`config.mk`:
```
export PLATFORM = sky130hd
export DESIGN_NAME = base32_id_string_decoder
export DESIGN_NICKNAME = d
export VERILOG_FILES = /design/src/sv/b32id_pkg.sv /design/src/sv/b32id_classify.sv /design/src/sv/base32_id_string_decoder.sv
export SDC_FILE = /design/constraint.sdc
export NUM_CORES = 1
export LEC_CHECK = 0
export BUFFER_PORTS_ARGS = -buffer_cell sky130_fd_sc_hd__buf_2
export CELL_PAD_IN_SITES_DETAIL_PLACEMENT = 1
export CELL_PAD_IN_SITES_GLOBAL_PLACEMENT = 1
export CORE_ASPECT_RATIO = 1.4
export CORE_UTILIZATION = 40
export CTS_BUF_LIST = sky130_fd_sc_hd__clkbuf_4
export CTS_CLUSTER_SIZE = 12
export DETAILED_ROUTE_END_ITERATION = 7
export GPL_TIMING_DRIVEN = 1
export PLACE_DENSITY = 0.74
export SYNTH_ARGS = -nofsm -noshare
export SYNTH_HDL_FRONTEND = slang
export SYNTH_SLANG_ARGS = --single-unit
export TNS_END_PERCENT = 5
```
`constraint.sdc`:
```
create_clock -name clock -period 5.96 [get_ports clock]
set_input_delay 1.788 -clock clock [delete_from_list [all_inputs] [get_ports clock]]
set_output_delay 1.788 -clock clock [all_outputs]
set_load 0.01 [all_outputs]
```
`src/sv/b32id_pkg.sv`:
```
// Shared types and constants for the base-32 identifier string decoder.
`timescale 1ns / 1ps

package b32id_pkg;

   // Number of base-32 digits in one identifier (13 x 5 bits covers 64 bits).
   localparam int unsigned DigitsPerId = 13;
   localparam int unsigned CountWidth  = 4;
   localparam int unsigned ValueWidth  = 64;
   localparam int unsigned DigitWidth  = 5;

   localparam logic [CountWidth-1:0] FullCount = CountWidth'(DigitsPerId);

   // Character codes that the classifier recognizes.
   localparam logic [7:0] ChUpperA   = 8'h41;
   localparam logic [7:0] ChUpperZ   = 8'h5A;
   localparam logic [7:0] ChLowerA   = 8'h61;
   localparam logic [7:0] ChLowerZ   = 8'h7A;
   localparam logic [7:0] ChTwo      = 8'h32;
   localparam logic [7:0] ChSeven    = 8'h37;
   localparam logic [7:0] ChZero     = 8'h30;
   localparam logic [7:0] ChOne      = 8'h31;
   localparam logic [7:0] ChHyphen   = 8'h2D;
   localparam logic [7:0] TwoBias    = 8'h18;   // '2' - 26
   localparam logic [DigitWidth-1:0] DigitOhLetter = 5'd14;  // 'O' - 'A'
   localparam logic [DigitWidth-1:0] DigitIeLetter = 5'd8;   // 'I' - 'A'

   typedef enum logic [2:0] {
      STATUS_OK        = 3'd0,
      STATUS_BAD_CHAR  = 3'd1,
      STATUS_BAD_START = 3'd2,
      STATUS_TOO_LONG  = 3'd3,
      STATUS_TOO_SHORT = 3'd4
   } status_type;

   // What one character means to the decoder.
   typedef struct packed {
      logic                  is_digit;
      logic                  is_sep;
      logic [DigitWidth-1:0] digit;
   } char_class_type;

endpackage

```
`src/sv/b32id_classify.sv`:
```
// Character classifier: maps one ASCII byte to a base-32 digit, separator or bad code.
`timescale 1ns / 1ps

module b32id_classify (
   input  logic [7:0]                 char_code,
   output b32id_pkg::char_class_type  char_class
);

   logic [7:0] upper_off;
   logic [7:0] lower_off;
   logic [7:0] num_off;

   assign upper_off = char_code - b32id_pkg::ChUpperA;
   assign lower_off = char_code - b32id_pkg::ChLowerA;
   assign num_off   = char_code - b32id_pkg::TwoBias;

   always_comb begin
      char_class.is_digit = 1'b0;
      char_class.is_sep   = 1'b0;
      char_class.digit    = '0;
      priority if (char_code >= b32id_pkg::ChUpperA && char_code <= b32id_pkg::ChUpperZ) begin
         char_class.is_digit = 1'b1;
         char_class.digit    = upper_off[b32id_pkg::DigitWidth-1:0];
      end else if (char_code >= b32id_pkg::ChTwo && char_code <= b32id_pkg::ChSeven) begin
         char_class.is_digit = 1'b1;
         char_class.digit    = num_off[b32id_pkg::DigitWidth-1:0];
      end else if (char_code == b32id_pkg::ChHyphen) begin
         char_class.is_sep   = 1'b1;
      end else if (char_code >= b32id_pkg::ChLowerA && char_code <= b32id_pkg::ChLowerZ) begin
         char_class.is_digit = 1'b1;
         char_class.digit    = lower_off[b32id_pkg::DigitWidth-1:0];
      end else if (char_code == b32id_pkg::ChZero) begin
         char_class.is_digit = 1'b1;
         char_class.digit    = b32id_pkg::DigitOhLetter;
      end else if (char_code == b32id_pkg::ChOne) begin
         char_class.is_digit = 1'b1;
         char_class.digit    = b32id_pkg::DigitIeLetter;
      end else begin
         // Neither digit nor separator: a bad character.
      end
   end

endmodule

```
`src/sv/base32_id_string_decoder.sv`:
```
// Top level of the base-32 identifier string decoder.
`timescale 1ns / 1ps

//  Channel   Direction  Ports                                    Beat
//  req       in         req_valid, req_stall, req_char_code,     one character
//                       req_last_char
//  rsp       out        rsp_valid, rsp_stall, rsp_decoded_value, one decoded identifier
//                       rsp_status
//
//  One character is taken per cycle while req_stall is low. A character waits in the input
//  register, where its classification, shift-or accumulate and error check form
//  the next decoder state. The character marked last also loads the result
//  register as it leaves the input register, so rsp_valid rises once the result register holds it.
//  Reset clears the input and result valids, the accumulator, digit count and
//  latched error. req_stall rises only when a last character waits in the input
//  register while an earlier result is still held by rsp_stall.

module base32_id_string_decoder (
   input  logic        clock,
   input  logic        reset,
   input  logic        req_valid,
   output logic        req_stall,
   input  logic [7:0]  req_char_code,
   input  logic        req_last_char,
   output logic        rsp_valid,
   input  logic        rsp_stall,
   output logic [63:0] rsp_decoded_value,
   output logic [2:0]  rsp_status
);

   // Input register.
   logic       in_valid_ff, in_valid_in;
   logic [7:0] in_char_ff, in_char_in;
   logic       in_last_ff, in_last_in;

   // Decoder state carried from character to character.
   logic [b32id_pkg::ValueWidth-1:0] acc_ff, acc_in;
   logic [b32id_pkg::CountWidth-1:0] count_ff, count_in;
   b32id_pkg::status_type            err_ff, err_in;

   // Result register.
   logic                             out_valid_ff, out_valid_in;
   logic [b32id_pkg::ValueWidth-1:0] out_value_ff, out_value_in;
   b32id_pkg::status_type            out_status_ff, out_status_in;

   b32id_pkg::char_class_type        char_class;
   logic                             advance;
   logic                             rsp_free;
   logic                             req_take;
   logic [b32id_pkg::ValueWidth-1:0] acc_next;
   logic [b32id_pkg::CountWidth-1:0] count_next;
   b32id_pkg::status_type            err_next;
   b32id_pkg::status_type            final_status;

   b32id_classify u_classify (
      .char_code  (in_char_ff),
      .char_class (char_class)
   );

   // The result register can take a new beat if it is empty or being drained.
   assign rsp_free  = !out_valid_ff || !rsp_stall;
   // A character leaves the input register unless it must load a busy result register.
   assign advance   = in_valid_ff && (!in_last_ff || rsp_free);
   assign req_stall = in_valid_ff && !advance;
   assign req_take  = req_valid && !req_stall;

   // Per-character update. Once an error is latched, characters are ignored.
   always_comb begin
      acc_next   = acc_ff;
      count_next = count_ff;
      err_next   = err_ff;
      if (err_ff == b32id_pkg::STATUS_OK) begin
         if (!char_class.is_digit && !char_class.is_sep) begin
            err_next = b32id_pkg::STATUS_BAD_CHAR;
         end else if (char_class.is_digit) begin
            acc_next   = {acc_ff[b32id_pkg::ValueWidth-b32id_pkg::DigitWidth-1:0],
                          char_class.digit};
            count_next = count_ff + 1'b1;
            if (count_next == b32id_pkg::CountWidth'(1)) begin
               // The leading digit must fit in four bits so 13 digits fit in 64.
               if (char_class.digit[b32id_pkg::DigitWidth-1]) begin
                  err_next = b32id_pkg::STATUS_BAD_START;
               end
            end else if (count_next > b32id_pkg::FullCount) begin
               err_next = b32id_pkg::STATUS_TOO_LONG;
            end
         end
      end
   end

   always_comb begin
      final_status = err_next;
      if (err_next == b32id_pkg::STATUS_OK && count_next != b32id_pkg::FullCount) begin
         final_status = b32id_pkg::STATUS_TOO_SHORT;
      end
   end

   always_comb begin
      in_valid_in = in_valid_ff && !advance;
      in_char_in  = in_char_ff;
      in_last_in  = in_last_ff;
      if (req_take) begin
         in_valid_in = 1'b1;
         in_char_in  = req_char_code;
         in_last_in  = req_last_char;
      end
   end

   always_comb begin
      acc_in   = acc_ff;
      count_in = count_ff;
      err_in   = err_ff;
      if (advance) begin
         if (in_last_ff) begin
            // A delivered string leaves the decoder clean for the next one.
            acc_in   = '0;
            count_in = '0;
            err_in   = b32id_pkg::STATUS_OK;
         end else begin
            acc_in   = acc_next;
            count_in = count_next;
            err_in   = err_next;
         end
      end
   end

   always_comb begin
      out_valid_in  = out_valid_ff && rsp_stall;
      out_value_in  = out_value_ff;
      out_status_in = out_status_ff;
      if (advance && in_last_ff) begin
         out_valid_in  = 1'b1;
         out_status_in = final_status;
         out_value_in  = (final_status == b32id_pkg::STATUS_OK) ? acc_next : '0;
      end
   end

   always_ff @(posedge clock) begin
      if (reset) begin
         in_valid_ff  <= 1'b0;
         out_valid_ff <= 1'b0;
         acc_ff       <= '0;
         count_ff     <= '0;
         err_ff       <= b32id_pkg::STATUS_OK;
      end else begin
         in_valid_ff  <= in_valid_in;
         out_valid_ff <= out_valid_in;
         acc_ff       <= acc_in;
         count_ff     <= count_in;
         err_ff       <= err_in;
      end
   end

   always_ff @(posedge clock) begin
      in_char_ff    <= in_char_in;
      in_last_ff    <= in_last_in;
      out_value_ff  <= out_value_in;
      out_status_ff <= out_status_in;
   end

   assign rsp_valid         = out_valid_ff;
   assign rsp_decoded_value = out_value_ff;
   assign rsp_status        = out_status_ff;

   // The digit count stops at fourteen because the too-long error freezes it.
   a_count_bound: assert property (@(posedge clock) disable iff (reset)
      count_ff <= b32id_pkg::CountWidth'(b32id_pkg::DigitsPerId + 1))
      else $error("digit count ran past fourteen");

   // A failed decode never exposes a partial value.
   a_value_zero_on_error: assert property (@(posedge clock) disable iff (reset)
      rsp_valid && rsp_status != b32id_pkg::STATUS_OK |-> rsp_decoded_value == '0)
      else $error("nonzero value with error status");

   // Delivering a result clears the decoder state.
   a_clear_after_last: assert property (@(posedge clock) disable iff (reset)
      advance && in_last_ff |=> count_ff == '0 && acc_ff == '0
                                && err_ff == b32id_pkg::STATUS_OK)
      else $error("state not cleared after last character");

   // The input side stalls only behind a held result.
   a_stall_cause: assert property (@(posedge clock) disable iff (reset)
      req_stall |-> in_valid_ff && in_last_ff && out_valid_ff && rsp_stall)
      else $error("input stalled without a held result");

   // A held result is not overwritten.
   a_result_hold: assert property (@(posedge clock) disable iff (reset)
      rsp_valid && rsp_stall |=> rsp_valid && $stable(rsp_decoded_value)
                                 && $stable(rsp_status))
      else $error("held result changed");

endmodule
```
==> results of run 1 <==
## cell type report
| type | count | share of cell area (%) |
|---|---|---|
| multi-input cells | 426 | 33.0 |
| diodes | 1 | 0.0353 |
| flip-flops and latches | 149 | 52.8 |
| repair buffers | 88 | 6.46 |
| inverters | 8 | 0.424 |
| clock inverters | 13 | 1.87 |
| well taps | 192 | 3.39 |
| clock buffers | 19 | 2.01 |
## worst min-delay path by stage
stage                                  startpoint                      end  depth (start not counted)
after floorplan           acc_ff[59]$_SDFFE_PP0P_  acc_ff[59]$_SDFFE_PP0P_                          2
after global placement    acc_ff[61]$_SDFFE_PP0P_  acc_ff[61]$_SDFFE_PP0P_                          2
after detailed placement  acc_ff[60]$_SDFFE_PP0P_  acc_ff[60]$_SDFFE_PP0P_                          2
after CTS                  err_ff[2]$_SDFFE_PP0P_   err_ff[2]$_SDFFE_PP0P_                          1
after global routing       err_ff[2]$_SDFFE_PP0P_   err_ff[2]$_SDFFE_PP0P_                          1
final                     acc_ff[61]$_SDFFE_PP0P_  acc_ff[61]$_SDFFE_PP0P_                          2
## cell usage in the layout (no fill, tap or decap), types with 3 or more instances in the layout
cell,Yosys,layout
nand4_1,3,3
a21oi_1,67,66
nor3_1,5,5
clkbuf_4,0,19
or2_2,3,3
o21ai_0,4,4
clkinv_2,0,5
inv_1,8,8
buf_2,22,81
a22oi_1,65,65
nor3b_1,4,4
nor2_1,81,81
dfxtp_1,73,73
edfxtp_1,76,76
ha_1,8,8
nand2_1,131,130
nand3_1,5,5
buf_4,2,7
## per-layer routing
layer | up-vias | global-route usage, % | part of all wire (%)
met2 | 97 | 35.2 | 54
met1 | 2464 | 24.5 | 42
met3 | 15 | 3.16 | 3.1
met4 | 0 | 7.60 | 1.6
li1 | 2368 | - | -
met5 | - | 0 | 0
## metrics by stage
stage	power, mW	hold slack [ns]	setup slack [ns]	std cells
2_1_floorplan	1.19	0.465	0.328	626
3_3_place_gp	1.22	0.478	1.87	863
3_5_place_dp	1.23	0.495	1.85	863
4_1_cts	1.84	0.532	1.84	895
5_1_grt	1.89	0.552	1.78	896
6_report	1.83	0.524	1.85	896
## cell families (layout without fill, tap and decap cells)
logic type	Yosys count	in the layout	synth area share, %
simple gates	251	251	16.9
flops	149	149	59.4
mux	1	1	0.159
xor+xnor	3	3	0.417
fa+ha+maj	8	8	1.59
compound gates	163	163	17.6
buf+inv	51	128	3.95
other cells	0	1	0
## tightest hold or removal path, delay by kind of cell, from the launching register on
| kind | cells | cell delay [ns] |
|---|---|---|
| compound gates | 1 | 0.07 |
| flops | 1 | 0.36 |
| simple gates | 1 | 0.07 |
## state kept, by name, summed over array words and instances, names as in the netlist
register	flops
rsp_decoded_value	64
rsp_valid	1
in_last_ff	1
count_ff	4
in_valid_ff	1
acc_ff	64
err_ff	3
in_char_ff	8
rsp_status	3
## synthesized netlist by cell type (all sizes together) (5+ instances only)
cell,instances
a21oi,67
a22oi,65
buf,27
clkbuf,16
dfxtp,73
edfxtp,76
ha,8
inv,8
nand2,131
nand3,5
nor2,82
nor3,6
## power by group through the flow
stage          sequential, mW  clock (mW)  combinational [mW]
5_1_grt                  1.10       0.680               0.117
2_1_floorplan            1.12           0              0.0718
4_1_cts                  1.10       0.642               0.108
3_5_place_dp             1.12           0               0.108
3_3_place_gp             1.12           0               0.105
6_report                 1.09       0.628               0.106
==> results.json, run 1 <==
{
  "postSynthNetCount": 647,
  "finalMaxSlewViolations": 0,
  "cp_top_family": "buffers and inverters",
  "ordered_list_of_cells_on_the_worst_path": "buf_2, nand2_1, nor2_1, buf_2",
  "highest_delay_cell_along_the_critical_path": "nor2_1",
  "final_cell_area_um2": 7090,
  "worst_skew_pair.late_latency_ns": 0.56,
  "synth_area_um2": 6300,
  "multi_input_area_um2": 2340,
  "postRouteAntennaNets": 0,
  "die-area_um2": 16300,
  "total_switching_power_mw": 0.459,
  "post_cts_resize_count": 0,
  "dp_hpwl_um": 9590,
  "postLayoutCoreUtil_pct": 46.7,
  "switching_share_pct": 25.1,
  "hold_path.class": "reg2reg",
  "delay_contributed_by_the_slowest_stage_of_the_critical_path_ns": 0.18,
  "total_leakage_power_nw": 2.43,
  "intPower_mw": 1.37,
  "crit_end": "req_stall",
  "critical_path.n_buffers_inverters": 2,
  "post-synth-top-area-cell": "edfxtp_1",
  "placementRows": 53,
  "route.detailed.vias_per_inst": 5.52,
  "detailedRoute.firstPassIterationCount": 4,
  "cp.required_ns": 4.17,
  "reg2regPathDepth": 9,
  "worstPathArrival_ns": 2.32,
  "synth.avg_cell_area_um2": 10.1,
  "timing.slew.headroom_pct": 38.1,
  "synth.yosys.warnings": 0,
  "grt_max_degree": 74,
  "track_usage_pct": 20.0,
  "vdd_drop_max_v": 0.000108,
  "tritoncts_clock_tree": "yes",
  "r2r_slack_ns": 2.25,
  "yosysTopAreaCellShare_pct": 36.2,
  "synth_edf_count": 76,
  "grt_antenna_before_repair": 1,
  "final.setup.tns_ns": 0,
  "place_congestion": 0.775,
  "maximum_fanout_encountered_on_the_critical_timing_path": 3,
  "rsz0062_at_grt": "false",
  "num_vias": 4944,
  "timing.critical_path.depth": 4,
  "drv.max_cap_violation_count": 0,
  "post_cts_buffers": 0,
  "layout-area-overhead-vs-synth_pct": 12.5,
  "outcome": "complete, no violations",
  "fmax_mhz": 243,
  "ioPinCount": 82,
  "cts_max_path_buffers": 2,
  "placement.io_buffers": 81,
  "route.final.wire_length_um": 15400,
  "critical_path.most_common_cell": "buf_2",
  "worst_setup_hold_path_clk_slew_ns": 0.14,
  "power-per-cell-area_nw_per_um2": 258,
  "synth-async-reset-ratio_pct": 0,
  "floorplan.die.width_um": 108,
  "grt_pass1_vias": 5104,
  "fraction_of_layout_instances_using_a_drive_strength_above_1_pct": 19.3,
  "final-hold-violation-count": 0,
  "worst_setup_path_startpoint": "rsp_stall",
  "synth-main-ff-cell": "edfxtp_1",
  "portion_of_total_power_attributed_to_combinational_logic_pct": 5.8,
  "detail_route.drc_violations": 0,
  "wl_per_cell_um": 17.2,
  "clock-root-buffer": "clkbuf_4",
  "synth_area_leaders": "edfxtp_1 (36%), dfxtp_1 (23%), nand2_1 (7.8%), a22oi_1 (7.7%), a21oi_1 (5.3%)",
  "final_period_minus_worst_setup_slack_ns": 4.11,
  "cp-start-kind": "input port",
  "cts-hold-fix-buffers": 0,
  "power.clock.fraction_pct": 34.3,
  "floorplan.core_area_um2": 15200,
  "place_area_um2": 6810,
  "critical_path.reg2reg.endpoint": "rsp_decoded_value[26]$_SDFFCE_PP0P_",
  "grt-ovfl-total": 0,
  "crit_type": "in2out",
  "numClockSinks": 149,
  "wire_length_of_the_first_global_routing_pass_um": 25300,
  "synth.lib_cells_used.distinct": 57,
  "die_boundary_height_um": 151,
  "finish.net_count": 711,
  "final.fill_count": 1741,
  "synth-seq-area-share_pct": 59.4,
  "numCtsBuffers": 17,
  "start_util_pct": 41.5,
  "r2r_start": "in_char_ff[0]$_DFFE_PP_",
  "skew_ns": 0.0368,
  "worst-slew-pin-transition_ns": 0.927,
  "post_synthesis_cell_count": 626,
  "timing.final.setup_violations": 0,
  "sequentialPowerShare_pct": 59.9,
  "htreeDepth": 4,
  "dr.first_iter.drc_count": 219,
  "crit_path_end_kind": "output pin",
  "synth.ff_latch_count": 149,
  "ff_latch_area_um2": 3740,
  "timing.final.crit_share_pct": 69.0
}
No activity file was read; power rests on OpenSTA's default activity.
==> inputs of run 2 (changes only) <==
--- a/config.mk
+++ b/config.mk
@@ -14,7 +14,7 @@
 export CTS_CLUSTER_SIZE = 12
 export DETAILED_ROUTE_END_ITERATION = 7
 export GPL_TIMING_DRIVEN = 1
-export PLACE_DENSITY = 0.74
+export PLACE_DENSITY = 0.77
 export SYNTH_ARGS = -nofsm -noshare
 export SYNTH_HDL_FRONTEND = slang
 export SYNTH_SLANG_ARGS = --single-unit
==> constraint.sdc (replaced) <==
create_clock -name clock -period 3.46 [get_ports clock]
set_input_delay 1.038 -clock clock [delete_from_list [all_inputs] [get_ports clock]]
set_output_delay 1.038 -clock clock [all_outputs]
set_load 0.01 [all_outputs]
==> run 2 against run 1 <==
  * Routed wire length rose by 0.47%
  * Power rose by 68%
  * Global-route usage fell by 0.14 points
  * Final cell count rose by 0.45%
  * Core utilization rose by 0.47 points
  * First-iteration DRC count rose by 26%
  * Sequential power rose by 73%
  * Final area rose by 1.0%
  * Critical path depth rose by 5
  * Via count rose by 0.16%
  * Hold slack barely moved
  * Largest power group unchanged
==> results.json, run 2 (synthesis results as in run 1) <==
{
  "outcome": "complete, no violations",
  "cts-hold-fix-buffers": 0,
  "skew_ns": 0.0281,
  "cts_max_path_buffers": 2,
  "timing.slew.headroom_pct": 52.6,
  "num_vias": 4952,
  "cp.required_ns": 3.73,
  "worst_setup_hold_path_clk_slew_ns": 0.13,
  "worstHoldPathCells": 2,
  "detailedRoute.firstPassIterationCount": 5,
  "hold_path.class": "reg2reg",
  "reg2regPathDepth": 9,
  "numCtsBuffers": 17,
  "numClockSinks": 149,
  "total_leakage_power_nw": 2.45,
  "tritoncts_clock_tree": "yes",
  "worst_skew_pair.late_latency_ns": 0.54,
  "finish.net_count": 715,
  "timing.final.setup_violations": 0,
  "vdd_drop_max_v": 0.000269,
  "start_util_pct": 41.5,
  "fmax_mhz": 333,
  "highest_delay_cell_along_the_critical_path": "edfxtp_1",
  "worst-slew-pin-transition_ns": 0.709,
  "place_congestion": 0.849,
  "placed_instance_count": 867,
  "route.detailed.vias_per_inst": 5.50,
  "fraction_of_layout_instances_using_a_drive_strength_above_1_pct": 19.8,
  "post_cts_resize_count": 0,
  "delay_contributed_by_the_slowest_stage_of_the_critical_path_ns": 0.50,
  "grt_max_degree": 72,
  "crit_path_end_kind": "register",
  "worstPathArrival_ns": 3.27,
  "postRouteAntennaNets": 0,
  "track_usage_pct": 19.9,
  "crit_type": "reg2reg",
  "wire_length_of_the_first_global_routing_pass_um": 25200,
  "route.final.wire_length_um": 15500,
  "layout_common_cells": "nand2_1 (130), nor2_1 (81), buf_2 (81)",
  "cp-start-kind": "register",
  "placementRows": 53,
  "post_cts_buffers": 0,
  "detail_route.drc_violations": 0,
  "floorplan.core_area_um2": 15200,
  "floorplan.die.width_um": 108,
  "final-hold-violation-count": 0,
  "dr.first_iter.drc_count": 276,
  "grt_antenna_before_repair": 1,
  "layout_setup_ws_ns": 0.455,
  "layout.cells.most_common": "nand2_1",
  "grt_pass1_vias": 5086,
  "rsz0062_at_grt": "false",
  "die_boundary_height_um": 151,
  "drv.max_cap_violation_count": 0,
  "layout-area-overhead-vs-synth_pct": 13.6,
  "power-per-cell-area_nw_per_um2": 428,
  "pre_cts_slack_ns": 0.485,
  "clock-root-buffer": "clkbuf_4",
  "wl_per_cell_um": 17.2,
  "final_period_minus_worst_setup_slack_ns": 3.01,
  "grt-ovfl-total": 0,
  "maximum_fanout_encountered_on_the_critical_timing_path": 64,
  "htreeDepth": 4,
  "ioPinCount": 82,
  "ordered_list_of_cells_on_the_worst_path": "inv_1, ha_1, or3b_1, o31ai_2, nand2b_1, a21boi_1, o221ai_4, buf_12, nor3_1",
  "final.setup.tns_ns": 0,
  "die-area_um2": 16300,
  "timing.final.crit_share_pct": 86.9,
  "instances_no_fill": 900,
  "dp_hpwl_um": 9790,
  "postLayoutCoreUtil_pct": 47.1,
  "finalMaxSlewViolations": 0,
  "placement.io_buffers": 81
}
-- run 2: changes by cell type in the layout (fill, tap and decap cells not counted), moves of 2 or more --
| cell | change |
|---|---|
| inv_8 | +2 |
| bufinv_16 | -2 |
| buf_12 | +5 |
| clkinv_2 | -4 |
| clkinvlp_4 | +2 |
| inv_6 | +4 |
-- run 2: worst paths after layout --
kind	to	start	slack, ns
worst max-delay path	rsp_decoded_value[0]$_SDFFCE_PP0P_	in_char_ff[0]$_DFFE_PP_	0.45
worst min-delay path	acc_ff[61]$_SDFFE_PP0P_	acc_ff[61]$_SDFFE_PP0P_	0.52
worst max register to register	rsp_decoded_value[0]$_SDFFCE_PP0P_	in_char_ff[0]$_DFFE_PP_	0.45
worst min register to register	acc_ff[61]$_SDFFE_PP0P_	acc_ff[61]$_SDFFE_PP0P_	0.52
-- run 2: power by group --
part | switching (mW) | leakage (nW) | internal [mW]
Combinational | 0.142 | 0.968 | 0.0552
Sequential | 0.0163 | 1.35 | 1.87
Clock | 0.670 | 0.130 | 0.313
Total | 0.828 | 2.45 | 2.24
-- run 2: cell type report --
type,count,area [um^2]
fillers,1741,8030
flip-flops and latches,149,3740
multi-input cells,426,2340
repair buffers,92,551
well taps,192,240
clock buffers,18,135
clock inverters,14,119
inverters,8,30.0
diodes,1,2.50
-- run 2: routing by layer --
layer  track usage, %  wire length, um  vias up
met5                0                0        -
met4             6.16              293        0
met3             4.20              568       26
met2             36.4             8430      110
met1             22.9             6190     2449
li1                 -                -     2367
-- run 2: stage by stage --
| stage | hold slack [ns] | instance area, um^2 | total power [mW] |
|---|---|---|---|
| global placement | 0.482 | 6900 | 2.12 |
| floorplan | 0.465 | 6310 | 2.05 |
| detailed placement | 0.499 | 6900 | 2.13 |
| CTS | 0.525 | 7160 | 3.10 |
| finish | 0.525 | 7160 | 3.07 |
| global route | 0.544 | 7160 | 3.18 |
-- run 2: worst max-delay path: cells and delay by family (launching register included) --
kind                       cells  cell delay, ns
DFF                            1            0.50
AOI/OAI and AO/OA              3            0.75
and+or+nand+nor                3            0.77
buffers and inverters          2            0.49
adders and majority gates      1            0.22
==> inputs of run 3 (changes only) <==
--- a/config.mk
+++ b/config.mk
@@ -6,15 +6,15 @@
 export NUM_CORES = 1
 export LEC_CHECK = 0
 export BUFFER_PORTS_ARGS = -buffer_cell sky130_fd_sc_hd__buf_2
-export CELL_PAD_IN_SITES_DETAIL_PLACEMENT = 1
-export CELL_PAD_IN_SITES_GLOBAL_PLACEMENT = 1
 export CORE_ASPECT_RATIO = 1.4
+export CORE_MARGIN = 1.5
 export CORE_UTILIZATION = 40
 export CTS_BUF_LIST = sky130_fd_sc_hd__clkbuf_4
 export CTS_CLUSTER_SIZE = 12
 export DETAILED_ROUTE_END_ITERATION = 7
 export GPL_TIMING_DRIVEN = 1
-export PLACE_DENSITY = 0.77
+export PLACE_DENSITY = 0.63
+export SKIP_CTS_REPAIR_TIMING = 1
 export SYNTH_ARGS = -nofsm -noshare
 export SYNTH_HDL_FRONTEND = slang
 export SYNTH_SLANG_ARGS = --single-unit
==> run 3 against run 2 <==
  * Fmax up 1.7%
  * Global-route usage down 2.6 points
  * Die area up 1.6%
  * Setup slack better by 0.049 ns
  * Final area up 0.63%
  * Count of clock-buffer cells in the layout unchanged
  * Critical path depth unchanged
  * Routed wire length down 11%
  * Critical endpoint is now rsp_decoded_value[19]$_SDFFCE_PP0P_
==> results.json, run 3 (synthesis results as in run 1) <==
{
  "cp.required_ns": 3.72,
  "crit_path_end_kind": "register",
  "route.detailed.vias_per_inst": 5.33,
  "outcome": "complete, no violations",
  "skew_ns": 0.0275,
  "ioPinCount": 82,
  "beginning_of_the_worst_hold_path": "acc_ff[61]$_SDFFE_PP0P_",
  "timing.slew.headroom_pct": 53.2,
  "delay_contributed_by_the_slowest_stage_of_the_critical_path_ns": 0.50,
  "worst_skew_pair.late_latency_ns": 0.52,
  "placement.io_buffers": 81,
  "r2r_slack_ns": 0.50,
  "die-area_um2": 16500,
  "cp-start-kind": "register",
  "r2r_start": "in_char_ff[0]$_DFFE_PP_",
  "layout_common_cells": "nand2_1 (130), nor2_1 (81), buf_2 (81)",
  "final_cell_area_um2": 7200,
  "detailedRoute.firstPassIterationCount": 5,
  "placementRows": 54,
  "wire_length_of_the_first_global_routing_pass_um": 22400,
  "final_period_minus_worst_setup_slack_ns": 2.96,
  "detail_route.drc_violations": 0,
  "power-per-cell-area_nw_per_um2": 441,
  "dp_hpwl_um": 8800,
  "fraction_of_layout_instances_using_a_drive_strength_above_1_pct": 19.6,
  "timing.final.setup_violations": 0,
  "critical_path.reg2reg.endpoint": "rsp_decoded_value[19]$_SDFFCE_PP0P_",
  "wl_per_cell_um": 15.2,
  "final-hold-violation-count": 0,
  "reg2regPathDepth": 9,
  "place_congestion": 0.834,
  "fmax_mhz": 338,
  "timing.final.crit_share_pct": 85.4,
  "rsz0062_at_grt": "false",
  "finalMaxSlewViolations": 0,
  "die_boundary_height_um": 152,
  "hold_path.class": "reg2reg",
  "dr.first_iter.drc_count": 270,
  "route.final.wire_length_um": 13800,
  "vdd_drop_max_v": 0.000216,
  "cp_top_family": "compound AO/OA/AOI/OAI gates",
  "numClockSinks": 149,
  "worst_setup_hold_path_clk_slew_ns": 0.12,
  "drv.max_cap_violation_count": 0,
  "numCtsBuffers": 17,
  "crit_type": "reg2reg",
  "worstPathArrival_ns": 3.22,
  "htreeDepth": 4,
  "cts_max_path_buffers": 2,
  "grt_pass1_vias": 4459,
  "worstHoldPathCells": 2,
  "start_util_pct": 40.7,
  "num_vias": 4826,
  "grt_antenna_before_repair": 1,
  "final.setup.tns_ns": 0,
  "place_area_um2": 6910,
  "floorplan.core_area_um2": 15500,
  "ordered_list_of_cells_on_the_worst_path": "inv_1, ha_1, or3b_1, o31ai_2, nand2b_1, a21boi_1, o221ai_4, buf_12, a21oi_1",
  "grt-ovfl-total": 0,
  "floorplan.die.width_um": 109,
  "clock-root-buffer": "clkbuf_4",
  "layout.cells.most_common": "nand2_1",
  "maximum_fanout_encountered_on_the_critical_timing_path": 64,
  "postRouteAntennaNets": 0,
  "whs_endpoint": "acc_ff[61]$_SDFFE_PP0P_",
  "tritoncts_clock_tree": "yes",
  "worst-slew-pin-transition_ns": 0.702,
  "worst_setup_path_startpoint": "in_char_ff[0]$_DFFE_PP_",
  "total_leakage_power_nw": 2.48,
  "critical_path.n_buffers_inverters": 2,
  "track_usage_pct": 17.4,
  "finish.net_count": 717,
  "layout-area-overhead-vs-synth_pct": 14.3,
  "grt_max_degree": 72,
  "highest_delay_cell_along_the_critical_path": "edfxtp_1"
}
-- run 3: cell types whose count changed in the layout (fill, tap and decap cells not counted) --
| cell | before | now |
|---|---|---|
| buf_12 | 5 | 4 |
| buf_4 | 6 | 9 |
| bufinv_16 | 0 | 3 |
| clkinv_1 | 0 | 2 |
| clkinv_2 | 1 | 2 |
| clkinv_4 | 2 | 1 |
| clkinvlp_4 | 4 | 3 |
| inv_6 | 5 | 2 |
| inv_8 | 2 | 0 |
-- run 3: worst max-delay path by stage --
stage / end / cells past startpoint
final: rsp_decoded_value[19]$_SDFFCE_PP0P_ / 9
after global routing: rsp_decoded_value[10]$_SDFFCE_PP0P_ / 9
after CTS: count_ff[3]$_SDFFE_PP0P_ / 9
after detailed placement: count_ff[3]$_SDFFE_PP0P_ / 9
after global placement: rsp_decoded_value[19]$_SDFFCE_PP0P_ / 9
after floorplan: count_ff[2]$_SDFFE_PP0P_ / 3
-- run 3: layer usage --
| metal | global-route usage, % | wire (um) | up-vias |
|---|---|---|---|
| met4 | 5.86 | 137 | 0 |
| met3 | 2.99 | 539 | 10 |
| met5 | 0 | 0 | - |
| li1 | - | - | 2371 |
| met2 | 30.1 | 7300 | 125 |
| met1 | 21.7 | 5800 | 2320 |
-- run 3: tightest hold or removal path, cell delays in order, from the launching register on --
cell and delay, ns:
dfxtp_1 0.34, a22oi_1 0.07, nor2_1 0.07
-- run 3: metrics by stage --
stage               power [mW]  hold slack (ns)  setup slack, ns  util (%)  cells
floorplan                 2.05            0.465            0.805         -    626
detailed placement        2.12            0.487            0.535      44.7    873
global route              3.30            0.543            0.362      46.6    905
global placement          2.11            0.480            0.672      44.7    873
finish                    3.18            0.511            0.504      46.6    905
CTS                       3.21            0.516            0.523      46.5    904
-- run 3: final cells by class --
type	count	area (um^2)
antenna	1	2.50
timing repair buffer	94	553
tap	196	245
fill	1441	8270
clock buffer	18	135
inverter	8	30.0
clock inverter	13	156
multi-input combinational	426	2340
sequential	149	3740
-- run 3: power by group --
part | internal [mW] | switching, mW
clock network | 0.503 | 0.599
registers | 1.87 | 0.0151
logic | 0.0544 | 0.136
total | 2.43 | 0.750
